--- src/design/twp_pkg.sv ---
// Types, sizes and sequencer states shared by the three-way partition block.
package twp_pkg;

    localparam int MAX_ELEMS = 64;
    localparam int ADDR_W    = $clog2(MAX_ELEMS);
    localparam int CNT_W     = $clog2(MAX_ELEMS + 1);
    localparam int DATA_W    = 16;
    localparam int PICK_W    = 6;

    typedef struct packed {
        logic signed [DATA_W-1:0] sample_value;
        logic                     batch_end;
        logic        [PICK_W-1:0] pivot_pick;
    } in_item_t;

    typedef struct packed {
        logic signed [DATA_W-1:0] sorted_value;
        logic                     run_end;
    } out_item_t;

    // Element store port requests from the sequencer.
    typedef struct packed {
        logic              we;
        logic [ADDR_W-1:0] waddr;
        logic [DATA_W-1:0] wdata;
        logic              re;
        logic [ADDR_W-1:0] raddr;
    } ram_req_t;

    typedef enum logic [3:0] {
        ST_IDLE,
        ST_PIVOT_RD,
        ST_PIVOT_LD,
        ST_CHECK,
        ST_CMP,
        ST_SWAP_A,
        ST_SWAP_B,
        ST_EMIT_RD,
        ST_EMIT_LD
    } state_t;

endpackage

--- src/design/twp_ram.sv ---
// Simple dual-port element store: one write port, one registered read port.
module twp_ram #(
    parameter int DEPTH  = 64,
    parameter int WIDTH  = 16,
    parameter int ADDR_W = $clog2(DEPTH)
) (
    input  logic              aclk,
    input  logic              we,
    input  logic [ADDR_W-1:0] waddr,
    input  logic [WIDTH-1:0]  wdata,
    input  logic              re,
    input  logic [ADDR_W-1:0] raddr,
    output logic [WIDTH-1:0]  rdata
);

    logic [WIDTH-1:0] mem [DEPTH];

    always_ff @(posedge aclk) begin
        if (we) begin
            mem[waddr] <= wdata;
        end
    end

    always_ff @(posedge aclk) begin
        if (re) begin
            rdata <= mem[raddr];
        end
    end

endmodule

--- src/design/three_way_partition.sv ---
// Top level of the three-way (Dutch national flag) partition block.

// Samples arrive one per transfer and are written to a 64-entry element store
// in arrival order; samples beyond 64 are dropped. The transfer that carries
// batch_end also carries pivot_pick (clamped to the last stored element). The
// block then stops taking input, reads the pivot, and partitions the store in
// place with low, mid and high pointers, using one registered-read memory port
// and one signed comparator over and over. After that it streams the batch
// out in its new order (smaller, equal, greater), marking the final result
// with run_end. Steps: the load takes one sample per transfer (s_ready high),
// ST_PIVOT_RD and ST_PIVOT_LD fetch the pivot, each partition step runs
// ST_CHECK and ST_CMP, plus ST_SWAP_A and ST_SWAP_B when the element moves
// (the single write port writes one word at a time), a last ST_CHECK closes
// the partition, and each result runs ST_EMIT_RD and ST_EMIT_LD on the way
// out, plus any m_ready stall. The output register lets the final result
// wait while the next batch is already loading.
module three_way_partition (
    input  logic               aclk,
    input  logic               aresetn,
    input  logic               s_valid,
    output logic               s_ready,
    input  twp_pkg::in_item_t  s_data,
    output logic               m_valid,
    input  logic               m_ready,
    output twp_pkg::out_item_t m_data
);

    localparam int ADDR_W = twp_pkg::ADDR_W;
    localparam int CNT_W  = twp_pkg::CNT_W;
    localparam int DATA_W = twp_pkg::DATA_W;

    twp_pkg::state_t state_reg, state_next;

    logic [CNT_W-1:0]  fill_reg,  fill_next;   // elements stored / batch length
    logic [CNT_W-1:0]  lo_reg,    lo_next;
    logic [CNT_W-1:0]  md_reg,    md_next;
    logic [CNT_W-1:0]  hip1_reg,  hip1_next;   // high pointer plus one
    logic [CNT_W-1:0]  k_reg,     k_next;      // emit index
    logic [twp_pkg::PICK_W-1:0] pick_reg, pick_next;
    logic signed [DATA_W-1:0]   pivot_reg, pivot_next;
    logic signed [DATA_W-1:0]   val_reg,   val_next;
    logic                       less_reg,  less_next;
    logic                       m_valid_reg, m_valid_next;
    twp_pkg::out_item_t         out_reg,   out_next;

    twp_pkg::ram_req_t ram_req;
    logic [DATA_W-1:0] ram_rdata;

    logic signed [DATA_W-1:0] rd_val;
    logic [CNT_W-1:0]         last_idx;
    logic [CNT_W-1:0]         hi_idx;

    twp_ram #(
        .DEPTH (twp_pkg::MAX_ELEMS),
        .WIDTH (DATA_W)
    ) u_store (
        .aclk  (aclk),
        .we    (ram_req.we),
        .waddr (ram_req.waddr),
        .wdata (ram_req.wdata),
        .re    (ram_req.re),
        .raddr (ram_req.raddr),
        .rdata (ram_rdata)
    );

    assign rd_val   = $signed(ram_rdata);
    assign last_idx = fill_reg - CNT_W'(1);
    assign hi_idx   = hip1_reg - CNT_W'(1);

    assign s_ready = (state_reg == twp_pkg::ST_IDLE);
    assign m_valid = m_valid_reg;
    assign m_data  = out_reg;

    // Control registers
    always_ff @(posedge aclk) begin
        if (!aresetn) begin
            state_reg   <= twp_pkg::ST_IDLE;
            fill_reg    <= '0;
            lo_reg      <= '0;
            md_reg      <= '0;
            hip1_reg    <= '0;
            k_reg       <= '0;
            pivot_reg   <= '0;
            m_valid_reg <= 1'b0;
        end else begin
            state_reg   <= state_next;
            fill_reg    <= fill_next;
            lo_reg      <= lo_next;
            md_reg      <= md_next;
            hip1_reg    <= hip1_next;
            k_reg       <= k_next;
            pivot_reg   <= pivot_next;
            m_valid_reg <= m_valid_next;
        end
    end

    // Payload registers
    always_ff @(posedge aclk) begin
        pick_reg <= pick_next;
        val_reg  <= val_next;
        less_reg <= less_next;
        out_reg  <= out_next;
    end

    always_comb begin
        state_next   = state_reg;
        fill_next    = fill_reg;
        lo_next      = lo_reg;
        md_next      = md_reg;
        hip1_next    = hip1_reg;
        k_next       = k_reg;
        pick_next    = pick_reg;
        pivot_next   = pivot_reg;
        val_next     = val_reg;
        less_next    = less_reg;
        out_next     = out_reg;
        m_valid_next = m_valid_reg && !m_ready;
        ram_req      = '0;

        unique case (state_reg)
            twp_pkg::ST_IDLE: begin
                if (s_valid) begin
                    // full store: sample dropped, batch_end still honored
                    if (fill_reg < CNT_W'(twp_pkg::MAX_ELEMS)) begin
                        ram_req.we    = 1'b1;
                        ram_req.waddr = fill_reg[ADDR_W-1:0];
                        ram_req.wdata = s_data.sample_value;
                        fill_next     = fill_reg + CNT_W'(1);
                    end
                    pick_next = s_data.pivot_pick;
                    if (s_data.batch_end) begin
                        state_next = twp_pkg::ST_PIVOT_RD;
                    end
                end
            end
            twp_pkg::ST_PIVOT_RD: begin
                ram_req.re = 1'b1;
                if (int'(pick_reg) > int'(last_idx)) begin
                    ram_req.raddr = last_idx[ADDR_W-1:0];
                end else begin
                    ram_req.raddr = ADDR_W'(pick_reg);
                end
                state_next = twp_pkg::ST_PIVOT_LD;
            end
            twp_pkg::ST_PIVOT_LD: begin
                pivot_next = rd_val;
                lo_next    = '0;
                md_next    = '0;
                hip1_next  = fill_reg;
                state_next = twp_pkg::ST_CHECK;
            end
            twp_pkg::ST_CHECK: begin
                if (md_reg < hip1_reg) begin
                    ram_req.re    = 1'b1;
                    ram_req.raddr = md_reg[ADDR_W-1:0];
                    state_next    = twp_pkg::ST_CMP;
                end else begin
                    k_next     = '0;
                    state_next = twp_pkg::ST_EMIT_RD;
                end
            end
            twp_pkg::ST_CMP: begin
                val_next = rd_val;
                if (rd_val < pivot_reg) begin
                    less_next     = 1'b1;
                    ram_req.re    = 1'b1;
                    ram_req.raddr = lo_reg[ADDR_W-1:0];
                    state_next    = twp_pkg::ST_SWAP_A;
                end else if (rd_val > pivot_reg) begin
                    less_next     = 1'b0;
                    ram_req.re    = 1'b1;
                    ram_req.raddr = hi_idx[ADDR_W-1:0];
                    state_next    = twp_pkg::ST_SWAP_A;
                end else begin
                    md_next    = md_reg + CNT_W'(1);
                    state_next = twp_pkg::ST_CHECK;
                end
            end
            twp_pkg::ST_SWAP_A: begin
                // mid element goes to the partner slot
                ram_req.we    = 1'b1;
                ram_req.waddr = less_reg ? lo_reg[ADDR_W-1:0] : hi_idx[ADDR_W-1:0];
                ram_req.wdata = val_reg;
                state_next    = twp_pkg::ST_SWAP_B;
            end
            twp_pkg::ST_SWAP_B: begin
                // partner element (still in read register) goes to mid
                ram_req.we    = 1'b1;
                ram_req.waddr = md_reg[ADDR_W-1:0];
                ram_req.wdata = ram_rdata;
                if (less_reg) begin
                    lo_next = lo_reg + CNT_W'(1);
                    md_next = md_reg + CNT_W'(1);
                end else begin
                    hip1_next = hi_idx;
                end
                state_next = twp_pkg::ST_CHECK;
            end
            twp_pkg::ST_EMIT_RD: begin
                ram_req.re    = 1'b1;
                ram_req.raddr = k_reg[ADDR_W-1:0];
                state_next    = twp_pkg::ST_EMIT_LD;
            end
            twp_pkg::ST_EMIT_LD: begin
                if (!m_valid_reg || m_ready) begin
                    out_next.sorted_value = rd_val;
                    out_next.run_end      = (k_reg == last_idx);
                    m_valid_next          = 1'b1;
                    k_next                = k_reg + CNT_W'(1);
                    if (k_reg == last_idx) begin
                        fill_next  = '0;
                        state_next = twp_pkg::ST_IDLE;
                    end else begin
                        state_next = twp_pkg::ST_EMIT_RD;
                    end
                end
            end
            default: begin
                state_next = twp_pkg::ST_IDLE;
            end
        endcase
    end

    // Store never overfills.
    a_fill_bound: assert property (@(posedge aclk) disable iff (!aresetn)
        fill_reg <= CNT_W'(twp_pkg::MAX_ELEMS))
        else $error("fill count beyond store depth");

    // Partition pointers stay ordered: low <= mid <= high+1.
    a_ptr_order: assert property (@(posedge aclk) disable iff (!aresetn)
        (state_reg == twp_pkg::ST_CHECK) |-> (lo_reg <= md_reg && md_reg <= hip1_reg))
        else $error("partition pointers out of order");

    // A closing transfer starts the pivot fetch next cycle.
    a_batch_start: assert property (@(posedge aclk) disable iff (!aresetn)
        (s_valid && s_ready && s_data.batch_end) |=> (state_reg == twp_pkg::ST_PIVOT_RD))
        else $error("batch end did not start partition");

    // Emission only runs over a non-empty batch.
    a_emit_nonempty: assert property (@(posedge aclk) disable iff (!aresetn)
        (state_reg == twp_pkg::ST_EMIT_LD) |-> (fill_reg != '0 && k_reg < fill_reg))
        else $error("emit index outside batch");

endmodule

--- config.mk ---
export PLATFORM = sky130hd
export DESIGN_NAME = three_way_partition
export DESIGN_NICKNAME = d
export VERILOG_FILES = /design/src/design/twp_pkg.sv /design/src/design/twp_ram.sv /design/src/design/three_way_partition.sv
export SDC_FILE = /design/constraint.sdc
export NUM_CORES = 2
export LEC_CHECK = 0
export BUFFER_PORTS_ARGS = -buffer_cell sky130_fd_sc_hd__buf_2
export CELL_PAD_IN_SITES_DETAIL_PLACEMENT = 1
export CELL_PAD_IN_SITES_GLOBAL_PLACEMENT = 2
export CORE_MARGIN = 8
export CORE_UTILIZATION = 42
export DETAILED_ROUTE_END_ITERATION = 10
export PLACE_DENSITY = 0.86
export SLEW_MARGIN = 20
export SYNTH_ARGS = -nofsm -noshare
export SYNTH_HDL_FRONTEND = slang
export SYNTH_SLANG_ARGS = --single-unit
--- constraint.sdc ---
create_clock -name aclk -period 4.7 [get_ports aclk]
set_clock_uncertainty 0.2 [all_clocks]
set_input_delay 0.94 -clock aclk [delete_from_list [all_inputs] [get_ports aclk]]
set_output_delay 0.94 -clock aclk [all_outputs]
set_load 0.01 [all_outputs]
==> results.txt <==
The maximum vdd ir drop came out at 0.3314 mV. At the end of routability-driven placement, the weighted congestion stood at 0.9082. The area inside the core boundary is 109000 µm². The depth of the worst hold-timing path is 1. Summing every instance area after synthesis gives 46200 µm². Ranked by total cell area, the synthesized netlist is headed by sky130_fd_sc_hd__edfxtp_1 70%, sky130_fd_sc_hd__mux2i_1 4.7%, sky130_fd_sc_hd__nand2_1 4.5%. The max-slew violation total from the final report is 0. The H-tree was split into 3 levels. The count of final hold-check violations came to 0. The endpoint required time on the critical path came out at 5.04 ns. The clock passes through at most 3 buffers.

Counting flops and latches in the post-synthesis netlist gives 1135. The sort of element at the end of the critical path is a register. The logic depth of the worst setup path including buffers is 19. In the synthesized netlist the dominant register cell turns out to be sky130_fd_sc_hd__edfxtp_1. The first-pass GRT wire length is 224700 µm.

The share of Yosys cell area claimed by the top area cell type is 70.20%. The violation count after the first detailed-routing iteration came out at 3838. The post-detailed-route count of antenna-violating nets came out at 0. The library cell used as clock root buffer is sky130_fd_sc_hd__clkbuf_16. The detail-routed net length per standard cell came out at 30.03 µm. The cell with the most instances on the worst path is sky130_fd_sc_hd__buf_12. Entering global routing, the biggest net connects 65 pins. The number of clock sinks is 1135. Counting the buffers created by CTS gives 115. The shortest clock period the worst path allows after layout is 5.068 ns.

Setup repair after global routing could not meet its margin everywhere. Setup violations remaining at the end of the flow were counted as 16. The count of nets after finishing is 3829. Fill cells in the final layout number 10660. The cts-stage hold buffer count is 0.

The startpoint class of the critical path is a register. The count of unresolved DRC violations after routing is 0. The count of buffer and inverter cells on the critical path is 4. The slowest stage of the critical path belongs to the cell sky130_fd_sc_hd__or3_4.

The top register by number of flip-flops is u_store.mem. The floorplan die area came out at 120900 µm². The worst path arrival time is 5.41 ns. Relative to the synthesized area, the layout overhead comes to 23.61%. In this run the tool buffered the top-level ports with 45 buffer cells. For this run, the register share of the synthesized area comes to 72.58%. The number of violations of the max-capacitance limit came out at 0.

The number of standard cells in the layout, taps in and fillers out is 5272. After synthesis, the netlist uses 70 different library cells. For this configuration, the core starts out at a cell density of 42.38%. In this design, the largest share of critical-path delay is due to simple AND/OR/NAND/NOR gates.

The synthesized design contains 1080 enable-type register cells. The most common cell in the synthesized netlist is sky130_fd_sc_hd__edfxtp_1. Dividing the synthesized area by the synthesized cell count gives 14.03 µm². The post-synthesis async set-or-reset flop share is 0%. For this block, the routed nets add up to 158300 µm of wire. The share of final-layout standard cells stronger than drive strength 1 is 23.71%. The count of warnings emitted by yosys is 0.

The register with the most flip-flops in the layout has 1024 of them. The leakage power summed over all cells came out at 19.87 nW. The overall global routing resource usage came out at 24.75%. The final reports fail on setup timing. TritonCTS built the clock tree. The flow ran to the end, but the final reports show violations. The chip width is 347.7 µm. For this design the ratio of total power to cell area is 417.0 nW/µm². The clock latency at the later pin of the worst-skew pair is 0.71 ns. The actual slew at the worst max-slew pin came out at 1.185 ns. The die is 347.7 µm tall. The first-pass iteration count of the detailed router is 6. The via density per instance is 6.093. Clock-pin slew was measured on the worst setup and hold paths at 0.06 ns. The total vias in the final route is 32120. Timing would allow up to 0.1973 GHz. Along the worst path, the maximum fanout reaches 7. The worst path uses 107.8% of the clock period.

After synthesis, the most frequently instantiated cells are 1080 x sky130_fd_sc_hd__edfxtp_1, 554 x sky130_fd_sc_hd__nand2_1, 234 x sky130_fd_sc_hd__a21oi_1. After detailed placement, the design holds a cell count of 4989. The top-level port count is 46. The cell count of the worst reg-to-reg path is 19.

The via count of the first global-routing pass came out at 33300. The peak per-stage delay on the critical path came out at 0.50 ns. When the netlist entered floorplanning its net count stood at 3353. The global route total overflow is 0. On the final layout, the worst hold slack is 0.2039 ns. Walking the worst path, the cells encountered are inv_2 > ha_4 > or3b_4 > xor2_2 > ha_1 > nand3_2 > nor2_2 > or3_4 > o211ai_1 > nand3_2 > or3_4 > buf_12 > buf_12 > buf_12 > mux2i_1 > mux2_4 > o2bb2ai_4 > a2111oi_4 > o311a_1. The worst hold path belongs to the class in2reg.

The setup path with the least slack is of type reg2reg. The most area-hungry cell type in the Yosys netlist is sky130_fd_sc_hd__edfxtp_1. The instance count of the mapped netlist came out at 3292.

The HPWL after detailed placement is 94950 µm. The number of antenna violations at the first check in global routing came out at 6. The final worst-path setup slack came out at -0.3684 ns. The worst slew margin relative to its limit came out at 20.98%.

The floorplan has 121 rows.
-- report_power, final --
group	total, mW	internal, mW	leakage (nW)	switching [mW]
Combinational	3.18	1.24	7.71	1.94
Clock	9.36	5.37	1.82	3.99
Sequential	11.3	11.2	10.3	0.0414
Total	23.8	17.8	19.9	5.98
-- cell type report --
class	count	area, µm²	share of cell area (%)
Sequential cell	1135	33530	58.72
Multi-Input combinational cell	1917	12790	22.40
Antenna cell	3	7.507	0.01315
Inverter	50	188.9	0.3308
Tap cell	1414	1769	3.098
Timing Repair Buffer	549	5080	8.895
Clock inverter	64	726.9	1.273
Clock buffer	140	3014	5.278
-- per-layer routing --
layer	wire length [µm]	global-route usage, %
met1	59240	30.66
met2	75680	41.07
met3	13620	5.154
met4	9619	12.62
met5	172	0
-- cell families after synthesis --
| logic type | count (synthesis) | synth area share, % |
|---|---|---|
| AO/OA/AOI/OAI | 606 | 8.951 |
| buffers and inverters | 240 | 2.394 |
| multiplexers | 232 | 5.086 |
| flip-flops | 1135 | 72.58 |
| AND/OR/NAND/NOR | 1010 | 9.406 |
| XOR/XNOR | 35 | 0.6635 |
| adder cells (fa/ha/maj) | 34 | 0.9208 |
-- stage by stage --
stage	cell area, µm²	TNS [ns]	setup WS [ns]	power, mW	util [%]
6_report	57110	-4.082	-0.3684	23.81	52.39
2_1_floorplan	46200	0	0.2001	12.78	-
4_1_cts	56250	-1.239	-0.1596	23.60	51.60
5_1_grt	57100	-5.438	-0.4229	24.31	52.39
3_3_place_gp	51040	-6.208	-1.001	13.99	46.83
3_5_place_dp	51040	-6.951	-0.9299	14.08	46.83
-- timing repair --
item / in CTS / in global routing
buffers inserted: 35 / 36
resized for setup: 194 / 96
setup endpoints to repair: 16 / 16
pin swaps: 38 / 52
cloned: 9 / 6
-- layout by cell type, fill, tap and decap left out, types with 15 or more instances in the layout --
cell                        netlist  routed
sky130_fd_sc_hd__clkinv_1         1      23
sky130_fd_sc_hd__inv_2            0      17
sky130_fd_sc_hd__buf_6            8      38
sky130_fd_sc_hd__mux2i_1        219     205
sky130_fd_sc_hd__a211oi_1        21      18
sky130_fd_sc_hd__bufinv_16        0      15
sky130_fd_sc_hd__dfxtp_1         55      54
sky130_fd_sc_hd__a22oi_2          0      21
sky130_fd_sc_hd__clkbuf_16        0     123
sky130_fd_sc_hd__buf_2           68      45
sky130_fd_sc_hd__buf_12           0      46
sky130_fd_sc_hd__a22o_1          26      24
sky130_fd_sc_hd__and3_1          26      24
sky130_fd_sc_hd__a21oi_2          0      25
sky130_fd_sc_hd__a222oi_1        16      16
sky130_fd_sc_hd__a32oi_1         24      24
sky130_fd_sc_hd__inv_1           49      31
sky130_fd_sc_hd__xor2_1          18      17
sky130_fd_sc_hd__a21oi_1        234     206
sky130_fd_sc_hd__a21boi_0        24      24
sky130_fd_sc_hd__clkinv_2         0      17
sky130_fd_sc_hd__nand2_1        554     552
sky130_fd_sc_hd__a22oi_1         71      50
sky130_fd_sc_hd__buf_4           16     397
sky130_fd_sc_hd__xnor2_1         17      17
sky130_fd_sc_hd__clkbuf_1        90      23
sky130_fd_sc_hd__o21ai_0         38      37
sky130_fd_sc_hd__nor2_1         177     176
sky130_fd_sc_hd__nand3_1        142     137
sky130_fd_sc_hd__ha_1            34      33
sky130_fd_sc_hd__o22ai_1         34      20
sky130_fd_sc_hd__edfxtp_1      1080    1080
-- worst reg2reg max path: stages (launching register included) --
cell and delay, ns:
sky130_fd_sc_hd__dfxtp_2 0.32, sky130_fd_sc_hd__inv_2 0.07, sky130_fd_sc_hd__ha_4 0.14, sky130_fd_sc_hd__or3b_4 0.39, sky130_fd_sc_hd__xor2_2 0.16, sky130_fd_sc_hd__ha_1 0.33, sky130_fd_sc_hd__nand3_2 0.11, sky130_fd_sc_hd__nor2_2 0.06
sky130_fd_sc_hd__or3_4 0.35, sky130_fd_sc_hd__o211ai_1 0.21, sky130_fd_sc_hd__nand3_2 0.17, sky130_fd_sc_hd__or3_4 0.50, sky130_fd_sc_hd__buf_12 0.19, sky130_fd_sc_hd__buf_12 0.15, sky130_fd_sc_hd__buf_12 0.13, sky130_fd_sc_hd__mux2i_1 0.13
sky130_fd_sc_hd__mux2_4 0.29, sky130_fd_sc_hd__o2bb2ai_4 0.17, sky130_fd_sc_hd__a2111oi_4 0.49, sky130_fd_sc_hd__o311a_1 0.33
-- worst paths after layout --
| path | start | slack, ns | endpoint |
|---|---|---|---|
| max | fill_reg[0] | -0.37 | u_store.rdata[9] |
| min | s_data[1] | 0.20 | pick_reg[1] |
| min reg2reg | pivot_reg[3] | 0.27 | pivot_reg[3] |
| max reg2reg | fill_reg[0] | -0.37 | u_store.rdata[9] |
Note: power is estimated with default switching activity, not from simulation.
